$ cat config.mk
export PLATFORM = sky130hd
export DESIGN_NAME = sorted_priority_queue
export DESIGN_NICKNAME = d
export VERILOG_FILES = /design/src/hw/rtl/spq_pkg.sv /design/src/hw/rtl/spq_ctrl.sv /design/src/hw/rtl/spq_dp.sv /design/src/hw/rtl/sorted_priority_queue.sv
export VERILOG_INCLUDE_DIRS = /design/src /design/src/hw/rtl
export SDC_FILE = /design/constraint.sdc
export NUM_CORES = 2
export LEC_CHECK = 0
export ABC_AREA = 1
export BUFFER_PORTS_ARGS = -buffer_cell sky130_fd_sc_hd__buf_2
export CORE_MARGIN = 2
export CORE_UTILIZATION = 40
export DETAILED_ROUTE_END_ITERATION = 7
export HOLD_SLACK_MARGIN = 0.02
export SYNTH_ARGS = -nofsm -noshare
export SYNTH_HDL_FRONTEND = slang
export SYNTH_HIERARCHICAL = 1
export SYNTH_SLANG_ARGS = --single-unit
$ cat constraint.sdc
create_clock -name clk -period 6.8 [get_ports clk]
set_clock_uncertainty 0.15 [all_clocks]
set_input_delay 1.02 -clock clk [delete_from_list [all_inputs] [get_ports clk]]
set_output_delay 1.02 -clock clk [all_outputs]
set_load 0.02 [all_outputs]
$ cat src/hw/rtl/sorted_priority_queue_defines.svh
// ----------------------------------------------------------------------------
// sorted_priority_queue_defines.svh
// Assertion macros shared by the priority queue files.
// ----------------------------------------------------------------------------
`ifndef SORTED_PRIORITY_QUEUE_DEFINES_SVH
`define SORTED_PRIORITY_QUEUE_DEFINES_SVH

// Same-cycle implication, checked at every rising edge outside reset
`define SPQ_ASSERT_NOW(label, ante, cons, msg) \
  label: assert property (@(posedge clk) disable iff (!rst_n) (ante) |-> (cons)) \
    else $error(msg);

// Next-cycle implication
`define SPQ_ASSERT_NEXT(label, ante, cons, msg) \
  label: assert property (@(posedge clk) disable iff (!rst_n) (ante) |=> (cons)) \
    else $error(msg);

`endif

$ cat src/hw/rtl/spq_pkg.sv
// ----------------------------------------------------------------------------
// spq_pkg
// Types and constants shared by the sorted priority queue modules.
// ----------------------------------------------------------------------------
package spq_pkg;

  // Defaults for the top-level parameters
  localparam int DEPTH_DEF      = 16;
  localparam int PRIO_WIDTH_DEF = 8;

  // Fixed field widths
  localparam int VALUE_W  = 32;
  localparam int PRIO_IN_W = 8;
  localparam int STATUS_W = 2;
  localparam int COUNT_W  = 5;

  // Request codes
  localparam logic REQ_ENQ = 1'b0;
  localparam logic REQ_DEQ = 1'b1;

  // Result status codes
  typedef enum logic [STATUS_W-1:0] {
    ST_OK        = 2'd0,
    ST_OVERFLOW  = 2'd1,
    ST_UNDERFLOW = 2'd2
  } status_t;

  // Controller states
  typedef enum logic {
    S_IDLE,
    S_EXEC
  } state_t;

  // Datapath operations
  typedef enum logic [2:0] {
    OP_NONE,
    OP_INSERT,
    OP_REMOVE,
    OP_OVERFLOW,
    OP_UNDERFLOW
  } op_t;

  // Controller to datapath
  typedef struct packed {
    logic load;
    op_t  op;
  } spq_cmd_t;

  // Datapath to controller
  typedef struct packed {
    logic req_deq;
    logic full;
    logic empty;
  } spq_stat_t;

endpackage

$ cat src/hw/rtl/spq_ctrl.sv
// ----------------------------------------------------------------------------
// spq_ctrl
// Request sequencer: takes a beat, then picks the datapath operation from the
// latched request type and the full/empty flags.
// ----------------------------------------------------------------------------
module spq_ctrl
  import spq_pkg::*;
(
  input  logic      clk,
  input  logic      rst_n,
  input  logic      start,
  output logic      busy,
  input  spq_stat_t stat,
  output spq_cmd_t  cmd
);

  state_t state_r, state_nxt;

  // State register
  always_ff @(posedge clk) begin
    if (!rst_n) begin
      state_r <= S_IDLE;
    end else begin
      state_r <= state_nxt;
    end
  end

  // Next state
  always_comb begin
    state_nxt = state_r;
    case (state_r)
      S_IDLE: begin
        if (start) state_nxt = S_EXEC;
      end
      S_EXEC: begin
        state_nxt = S_IDLE;
      end
      default: state_nxt = S_IDLE;
    endcase
  end

  // Outputs
  always_comb begin
    busy     = 1'b0;
    cmd.load = 1'b0;
    cmd.op   = OP_NONE;
    case (state_r)
      S_IDLE: begin
        cmd.load = start;
      end
      S_EXEC: begin
        busy = 1'b1;
        if (stat.req_deq) begin
          cmd.op = stat.empty ? OP_UNDERFLOW : OP_REMOVE;
        end else begin
          cmd.op = stat.full ? OP_OVERFLOW : OP_INSERT;
        end
      end
      default: begin
        busy = 1'b0;
      end
    endcase
  end

endmodule

$ cat src/hw/rtl/spq_dp.sv
// ----------------------------------------------------------------------------
// spq_dp
// Datapath: request latch, a row of sorted entry cells that insert or pop all
// at once, the entry count and the result register.
// ----------------------------------------------------------------------------
module spq_dp
  import spq_pkg::*;
#(
  parameter int DEPTH      = DEPTH_DEF,
  parameter int PRIO_WIDTH = PRIO_WIDTH_DEF
) (
  input  logic                       clk,
  input  logic                       rst_n,
  input  spq_cmd_t                   cmd,
  output spq_stat_t                  stat,
  input  logic                       in_req_type,
  input  logic signed [VALUE_W-1:0]  in_value,
  input  logic [PRIO_IN_W-1:0]       in_priority_req,
  output logic                       out_valid,
  output logic signed [VALUE_W-1:0]  out_value,
  output logic [STATUS_W-1:0]        out_status,
  output logic [COUNT_W-1:0]         out_count
);

  localparam int CNT_W = $clog2(DEPTH + 1);

  // Latched request
  logic                  req_r;
  logic [VALUE_W-1:0]    val_in_r;
  logic [PRIO_WIDTH-1:0] pri_in_r;

  // Entry cells, head at slot 0
  logic [VALUE_W-1:0]    val_r   [DEPTH];
  logic [VALUE_W-1:0]    val_nxt [DEPTH];
  logic [PRIO_WIDTH-1:0] pri_r   [DEPTH];
  logic [PRIO_WIDTH-1:0] pri_nxt [DEPTH];
  logic [CNT_W-1:0]      count_r, count_nxt;

  // Result register
  logic                  res_valid_r, res_valid_nxt;
  logic [VALUE_W-1:0]    res_val_r, res_val_nxt;
  status_t               res_st_r, res_st_nxt;
  logic [COUNT_W-1:0]    res_cnt_r, res_cnt_nxt;

  // Per-cell: entry is live and ranks below the new item
  logic [DEPTH-1:0] lt;

  // Request latch
  always_ff @(posedge clk) begin
    if (cmd.load) begin
      req_r    <= in_req_type;
      val_in_r <= in_value;
      pri_in_r <= PRIO_WIDTH'(in_priority_req);
    end
  end

  assign stat.req_deq = (req_r == REQ_DEQ);
  assign stat.full    = (count_r == CNT_W'(DEPTH));
  assign stat.empty   = (count_r == '0);

  // Compare every cell against the new priority
  always_comb begin
    for (int i = 0; i < DEPTH; i++) begin
      lt[i] = (CNT_W'(i) < count_r) && (pri_r[i] < pri_in_r);
    end
  end

  // Cell updates and result
  always_comb begin
    val_nxt       = val_r;
    pri_nxt       = pri_r;
    count_nxt     = count_r;
    res_valid_nxt = 1'b0;
    res_val_nxt   = res_val_r;
    res_st_nxt    = res_st_r;
    res_cnt_nxt   = res_cnt_r;
    case (cmd.op)
      OP_INSERT: begin
        // slot 0 either keeps its entry or takes the new one
        if (lt[0] || count_r == '0) begin
          val_nxt[0] = val_in_r;
          pri_nxt[0] = pri_in_r;
        end
        // other slots: keep, shift down from above, or take the new item
        for (int i = 1; i < DEPTH; i++) begin
          if (lt[i] || CNT_W'(i) == count_r) begin
            if (lt[i-1]) begin
              val_nxt[i] = val_r[i-1];
              pri_nxt[i] = pri_r[i-1];
            end else begin
              val_nxt[i] = val_in_r;
              pri_nxt[i] = pri_in_r;
            end
          end
        end
        count_nxt     = count_r + CNT_W'(1);
        res_valid_nxt = 1'b1;
        res_val_nxt   = '0;
        res_st_nxt    = ST_OK;
        res_cnt_nxt   = COUNT_W'(count_r + CNT_W'(1));
      end
      OP_REMOVE: begin
        // pop the head, everything moves up one slot
        for (int i = 0; i < DEPTH - 1; i++) begin
          val_nxt[i] = val_r[i+1];
          pri_nxt[i] = pri_r[i+1];
        end
        count_nxt     = count_r - CNT_W'(1);
        res_valid_nxt = 1'b1;
        res_val_nxt   = val_r[0];
        res_st_nxt    = ST_OK;
        res_cnt_nxt   = COUNT_W'(count_r - CNT_W'(1));
      end
      OP_OVERFLOW: begin
        res_valid_nxt = 1'b1;
        res_val_nxt   = '0;
        res_st_nxt    = ST_OVERFLOW;
        res_cnt_nxt   = COUNT_W'(count_r);
      end
      OP_UNDERFLOW: begin
        res_valid_nxt = 1'b1;
        res_val_nxt   = '1;
        res_st_nxt    = ST_UNDERFLOW;
        res_cnt_nxt   = COUNT_W'(count_r);
      end
      default: begin
        res_valid_nxt = 1'b0;
      end
    endcase
  end

  // Control state
  always_ff @(posedge clk) begin
    if (!rst_n) begin
      count_r     <= '0;
      res_valid_r <= 1'b0;
    end else begin
      count_r     <= count_nxt;
      res_valid_r <= res_valid_nxt;
    end
  end

  // Payload state
  always_ff @(posedge clk) begin
    val_r     <= val_nxt;
    pri_r     <= pri_nxt;
    res_val_r <= res_val_nxt;
    res_st_r  <= res_st_nxt;
    res_cnt_r <= res_cnt_nxt;
  end

  assign out_valid  = res_valid_r;
  assign out_value  = res_val_r;
  assign out_status = res_st_r;
  assign out_count  = res_cnt_r;

endmodule

$ cat src/hw/rtl/sorted_priority_queue.sv
// ----------------------------------------------------------------------------
// sorted_priority_queue
// Bounded priority queue, entries kept sorted by descending priority; equal
// priorities leave in arrival order. One result beat per request.
// ----------------------------------------------------------------------------
//   channel  | handshake             | payload
//   ---------+-----------------------+-----------------------------------------
//   request  | start / busy          | in_req_type, in_value, in_priority_req
//   result   | out_valid (strobe)    | out_value, out_status, out_count
//
// A request is latched in the accept cycle; the next cycle updates the whole
// row of entry cells at once and loads the result register.
// The result strobe is high for one cycle, in which the next request may
// already be accepted; no new request is taken while busy.
// Synchronous active-low reset empties the queue; no clearing pass is needed.
// The receiver cannot stall the result.
// ----------------------------------------------------------------------------
`include "sorted_priority_queue_defines.svh"

module sorted_priority_queue
  import spq_pkg::*;
#(
  parameter int DEPTH      = DEPTH_DEF,
  parameter int PRIO_WIDTH = PRIO_WIDTH_DEF
) (
  input  logic                      clk,
  input  logic                      rst_n,
  input  logic                      start,
  output logic                      busy,
  input  logic                      in_req_type,
  input  logic signed [VALUE_W-1:0] in_value,
  input  logic [PRIO_IN_W-1:0]      in_priority_req,
  output logic                      out_valid,
  output logic signed [VALUE_W-1:0] out_value,
  output logic [STATUS_W-1:0]       out_status,
  output logic [COUNT_W-1:0]        out_count
);

  spq_cmd_t  cmd;
  spq_stat_t stat;

  spq_ctrl u_ctrl (
    .clk   (clk),
    .rst_n (rst_n),
    .start (start),
    .busy  (busy),
    .stat  (stat),
    .cmd   (cmd)
  );

  spq_dp #(
    .DEPTH      (DEPTH),
    .PRIO_WIDTH (PRIO_WIDTH)
  ) u_dp (
    .clk             (clk),
    .rst_n           (rst_n),
    .cmd             (cmd),
    .stat            (stat),
    .in_req_type     (in_req_type),
    .in_value        (in_value),
    .in_priority_req (in_priority_req),
    .out_valid       (out_valid),
    .out_value       (out_value),
    .out_status      (out_status),
    .out_count       (out_count)
  );

  // Checks
  `SPQ_ASSERT_NEXT(a_accept_busy, start && !busy, busy, "accepted beat did not raise busy")
  `SPQ_ASSERT_NEXT(a_exec_one, busy, !busy && out_valid, "execute cycle did not yield result")
  `SPQ_ASSERT_NOW(a_strobe_idle, out_valid, !busy, "result strobe while busy")
  `SPQ_ASSERT_NOW(a_uflow_val, out_valid && out_status == ST_UNDERFLOW, out_value == -1,
                  "underflow value not -1")

endmodule
==> Word level (Yosys, flattened, before mapping) <==
Cells that the tools add are included.
{ "word_totals": {"out_inout_bits": 41, "input_bits": 44, "register_bits": 727, "wordCells": 243} }
{ "classes": {"magnitude_cmp": 32, "eq_ne": 35, "mux": 75, "bitwise": 1, "add_sub_neg": 2, "reduce_logical": 57} }
{ "op_table": {"columns": ["cell", "count"], "rows": [
  ["32-bit two-way mux", 30],
  ["480-bit one-hot mux with 2 select lines", 1],
  ["8-bit two-way mux", 30],
  ["120-bit one-hot mux with 2 select lines", 1],
  ["8-bit less-than comparator", 16],
  ["32-bit one-hot mux with 3 select lines", 1],
  ["4-bit by 5-bit equality test with 1-bit output, first input constant", 8],
  ["4-bit by 5-bit less-than comparator with 1-bit output, first input constant", 8],
  ["2-bit AND reduction", 16],
  ["2-bit by 1-bit inequality test with 1-bit output, second input constant", 15],
  ["3-bit by 5-bit equality test with 1-bit output, first input constant", 4],
  ["3-bit by 5-bit less-than comparator with 1-bit output, first input constant", 4],
  ["1-bit logical AND", 16],
  ["1-bit logical OR", 16],
  ["5-bit one-hot mux with 3 select lines", 1],
  ["2-bit by 5-bit equality test with 1-bit output, first input constant", 2],
  ["1-bit by 5-bit less-than comparator with 1-bit output, first input constant", 2],
  ["2-bit by 5-bit less-than comparator with 1-bit output, first input constant", 2],
  ["5-bit one-hot mux with 2 select lines", 1],
  ["3-bit two-way mux", 3],
  ["3-bit nonzero test", 3],
  ["3-bit by 2-bit equality test with 1-bit output, second input constant", 2],
  ["2-bit one-hot mux with 3 select lines", 1],
  ["2-bit OR reduction", 3],
  ["13 further kinds", 16]
]} }

==> Logic depth before layout (Yosys ltp) <==
{ "depth": {"ltp_word": 7, "depth_mapped": 17, "mapped_depth_nobuf": 16} }

==> By module <==
The synthesis kept the hierarchy.
{ "modules_own_cells": {"columns": ["mod", "area_per_inst_um2", "cells_per_inst", "seq_area_each_um2", "n_inst"], "rows": [
  ["spq_dp", 41806.3, 5294, 21740.9, 1],
  ["spq_ctrl", 73.8, 13, 20.0, 1]
]} }

==> Worst setup path before layout <==
No wires, ideal clock.
{ "synth_path": {"path_type": "register to register", "startpoint": "register u_dp.pri_in_r[5]", "endpoint": "register u_dp/pri_r[64] (netlist name) (enable)", "period_less_slack_ns": 4.867, "t_arrival_ns": 4.255, "t_required_ns": 6.189, "setup_time_ns": 0.461, "slack_ns": 1.933, "path_stages_with_launch": 10, "path_buffers": 2, "path_cell_list": "edfxtp_1 inv_1 clkbuf_1 ha_1 a21oi_1 nor2_1 nor2_1 nand2_1 clkbuf_1 a31oi_1"} }
{ "synth_via": {"elab_chain_len": 5} }
{ "synth_lines": {"columns": ["element", "line_no", "text"], "rows": [
  ["from (decl)", "spq_dp.sv:30", "logic [PRIO_WIDTH-1:0] pri_in_r;"],
  ["from (signal assigned)", "spq_dp.sv:53", "pri_in_r <= PRIO_WIDTH'(in_priority_req);"],
  ["8-bit less-than comparator", "spq_dp.sv:64", "lt[i] = (CNT_W'(i) < count_r) && (pri_r[i] < pri_in_r);"],
  ["1-bit logical AND", "spq_dp.sv:64", null],
  ["1-bit logical OR", "spq_dp.sv:86", "if (lt[i] || CNT_W'(i) == count_r) begin"],
  ["2-bit by 1-bit inequality test with 1-bit output (no line)", null, null],
  ["2-bit AND reduction (no line)", null, null],
  ["to (signal assigned)", "spq_dp.sv:146", "pri_r <= pri_nxt;"],
  ["to (decl)", "spq_dp.sv:35", "logic [PRIO_WIDTH-1:0] pri_r [DEPTH];"]
]} }
Every way passes these cells.
A chain may end at the register's enable or synchronous reset.

==> flow_summary.toml <==
[status]
status = "finished clean"

[clocking]
post_cts_buffers = 0
root_buffer = "clkbuf_16"
clock_latency_ns = 0.63
cts_resized = 0
cts_tree = "built"
clkTransAtPathRegs_ns = 0.06
clkSinkCount = 727
cts_inserted_buffers = 84
htreeDepth = 3
clockBufferDepth = 3
ctsHoldBuffers = 0

[setup_path]
cp-start-kind = "flip-flop"
worstPathArrival_ns = 5.45
end_kind = "flip-flop"
cp_data_required_time_ns = 7.14
crit_type = "flip-flop to flip-flop"
crit_fanout = 254

[layout]
layout.cells.non_filler = 6624
syn2layout_area_growth_pct = 9.84
antennaDiodeCount = 0
fin_nets = 5344
postLayoutCellArea_sq_um = 46000
drive_gt1_share_pct = 6.08

[synth]
synth_top_family_by_area = "simple AND/OR/NAND/NOR gates"
synth_area_leaders = "edfxtp_1, nand2_1, nand3_1"
synthTopCellsByCount = "nand2_1, nand3_1, edfxtp_1"
synth_seq_cells = 727
yosysMostFrequentCell = "nand2_1"
ys_warn_count = 6
synth.net_count = 5468
synth_xor_area_share_pct = 0.0418
yosysTopAreaCell = "edfxtp_1"
synth_fa_ha_area_share_pct = 3.50
synth.distinct_cells = 28
synth_edf_count = 720
synth_cells = 5307
syn_avg_cell_area_sq_um = 7.89
async_flop_share_pct = 0
synthSimpleGateAreaFrac_pct = 32.9
synth-compound-area-share_pct = 2.00
synth.area.mux_share_pct = 0
yosysTopAreaCellShare_pct = 51.6
syn-cell-area_sq_um = 41900
ys.flop_type = "edfxtp_1"
seq_area_frac_synth_pct = 52.0

[power_and_ir_drop]
ir_worst_vdd_v = 0.000178
leakagePower_uw = 0.0212
power_density_nw_per_um2 = 246

[floorplanning]
die_width_um = 328
dieArea_sq_um = 107000
die_height_um = 328
rows = 118
core_sq_um = 104000
initial_utilization_pct = 40.4
pin_count = 85

[global_routing]
grt_pass1_vias = 30500
grt_max_degree = 255
grt_use_total_pct = 18.5
grt_pass1_wl_um = 166000
antenna_found_initial = 1
grt-ovfl-total = 0

[detailed_routing]
viasPerCell = 4.87
vias = 32300
drc_errors = 0
dr.pass1.iters = 5
ant_nets = 0
drt_iter0_drc = 3263
wire_per_inst_um = 15.2
wl_um = 101000

[timing]
tightestPinTransition_ns = 1.18
min_period_ns = 5.11
max_freq_mhz = 196
final_hold_viol_count = 0
slew_viol_final = 0
rsz0062_at_grt = "no"
slew_headroom_pct = 21.4
setup_viol = 0
fin_crit_sh_pct = 75.1
tns_ns = 0

[placed_design]
io_buffer_count = 84
place_area_sq_um = 43400
place.gp.congestion = 0.799
hpwl_um = 70000
dp_cells = 6477

[run]
max_cap_violations = 0

[min_path]
hp-class = "flip-flop to flip-flop"
worst max-delay path: stages (launching register included):
cell	delay, ns
dfxtp_1	0.58
inv_1	0.22
ha_1	0.27
inv_1	0.08
nor2_1	0.07
nand2_1	0.16
inv_1	0.05
nand2_1	0.09
nand2_1	0.07
nor2_2	0.12
inv_2	0.07
nor3_4	0.23
buf_4	0.76
buf_4	0.70
buf_12	0.79
nand2_1	0.12
nand2_1	0.12
sequential cells by signal (all words and copies together), names as in the netlist:
name,count
u_dp/req_r,1
u_dp/out_status,2
u_dp/out_value,32
u_dp/count_r,5
u_dp/out_valid,1
u_dp/val_in_r,32
u_dp/out_count,5
u_dp/pri_r,128
u_ctrl/state_r,1
u_dp/val_r,512
u_dp/pri_in_r,8
where the power goes:
group          leakage, uW  total, uW  internal [uW]  switching (uW)
Sequential         0.00659       5290           5220            72.7
Combinational       0.0133       1690            518            1180
Clock              0.00127       4330           2540            1780
cell usage in the layout, fill, tap and decap left out, drive strengths merged:
cell / n
a211oi: 1
a21o: 3
a21oi: 92
a31oi: 8
buf: 160
bufinv: 4
clkbuf: 114
clkinv: 28
dfxtp: 7
edfxtp: 720
ha: 117
inv: 671
nand2: 2006
nand3: 1179
nand4: 3
nor2: 63
nor3: 8
nor3b: 1
o211ai: 3
o21ai: 51
o221ai: 2
or2: 1
xor2: 2
through the flow:
step / util, % / hold WS (ns) / worst slack, ns / total power, uW
finish: 44.4 / 0.363 / 1.69 / 11300
global route: 44.4 / 0.378 / 1.28 / 11900
CTS: 44.4 / 0.365 / 1.85 / 11400
detailed placement: 41.9 / 0.351 / 1.86 / 7070
global placement: 41.9 / 0.347 / 1.98 / 7030
floorplan: - / 0.345 / 1.93 / 6630
final cells by class:
| class | count | area (sq um) |
|---|---|---|
| Sequential cell | 727 | 21800 |
| Timing Repair Buffer | 160 | 1040 |
| Multi-Input combinational cell | 3540 | 16400 |
| Clock inverter | 33 | 249 |
| Inverter | 670 | 2520 |
| Clock buffer | 114 | 2340 |
| Tap cell | 1380 | 1730 |
| Fill cell | 10400 | 57600 |
layer usage:
layer	part of all wire [%]	vias to the layer above	GRT usage [%]
li1	-	17000	-
met2	40	906	26.1
met3	6.0	104	1.94
met4	1.5	0	3.78
met5	0	-	0
met1	52	14300	30.0
worst paths after layout:
| kind | start | endpoint | slack [ns] | cells past startpoint |
|---|---|---|---|---|
| max | u_dp/count_r[0] | u_dp/val_r[111] | 1.69 | 16 |
| max reg2reg | u_dp/count_r[0] | u_dp/val_r[111] | 1.69 | 16 |
| min | u_dp/val_r[26] | u_dp/val_r[58] | 0.36 | 2 |
| min reg2reg | u_dp/val_r[26] | u_dp/val_r[58] | 0.36 | 2 |
logic make-up (layout without fill, tap and decap cells):
group,count (synthesis),count (layout)
XOR/XNOR,2,2
adder cells (fa/ha/maj),117,117
AO/OA/AOI/OAI,160,160
buffers and inverters,1040,977
flip-flops,727,727
AND/OR/NAND/NOR,3261,3261
No activity file was read; power rests on OpenSTA's default activity.
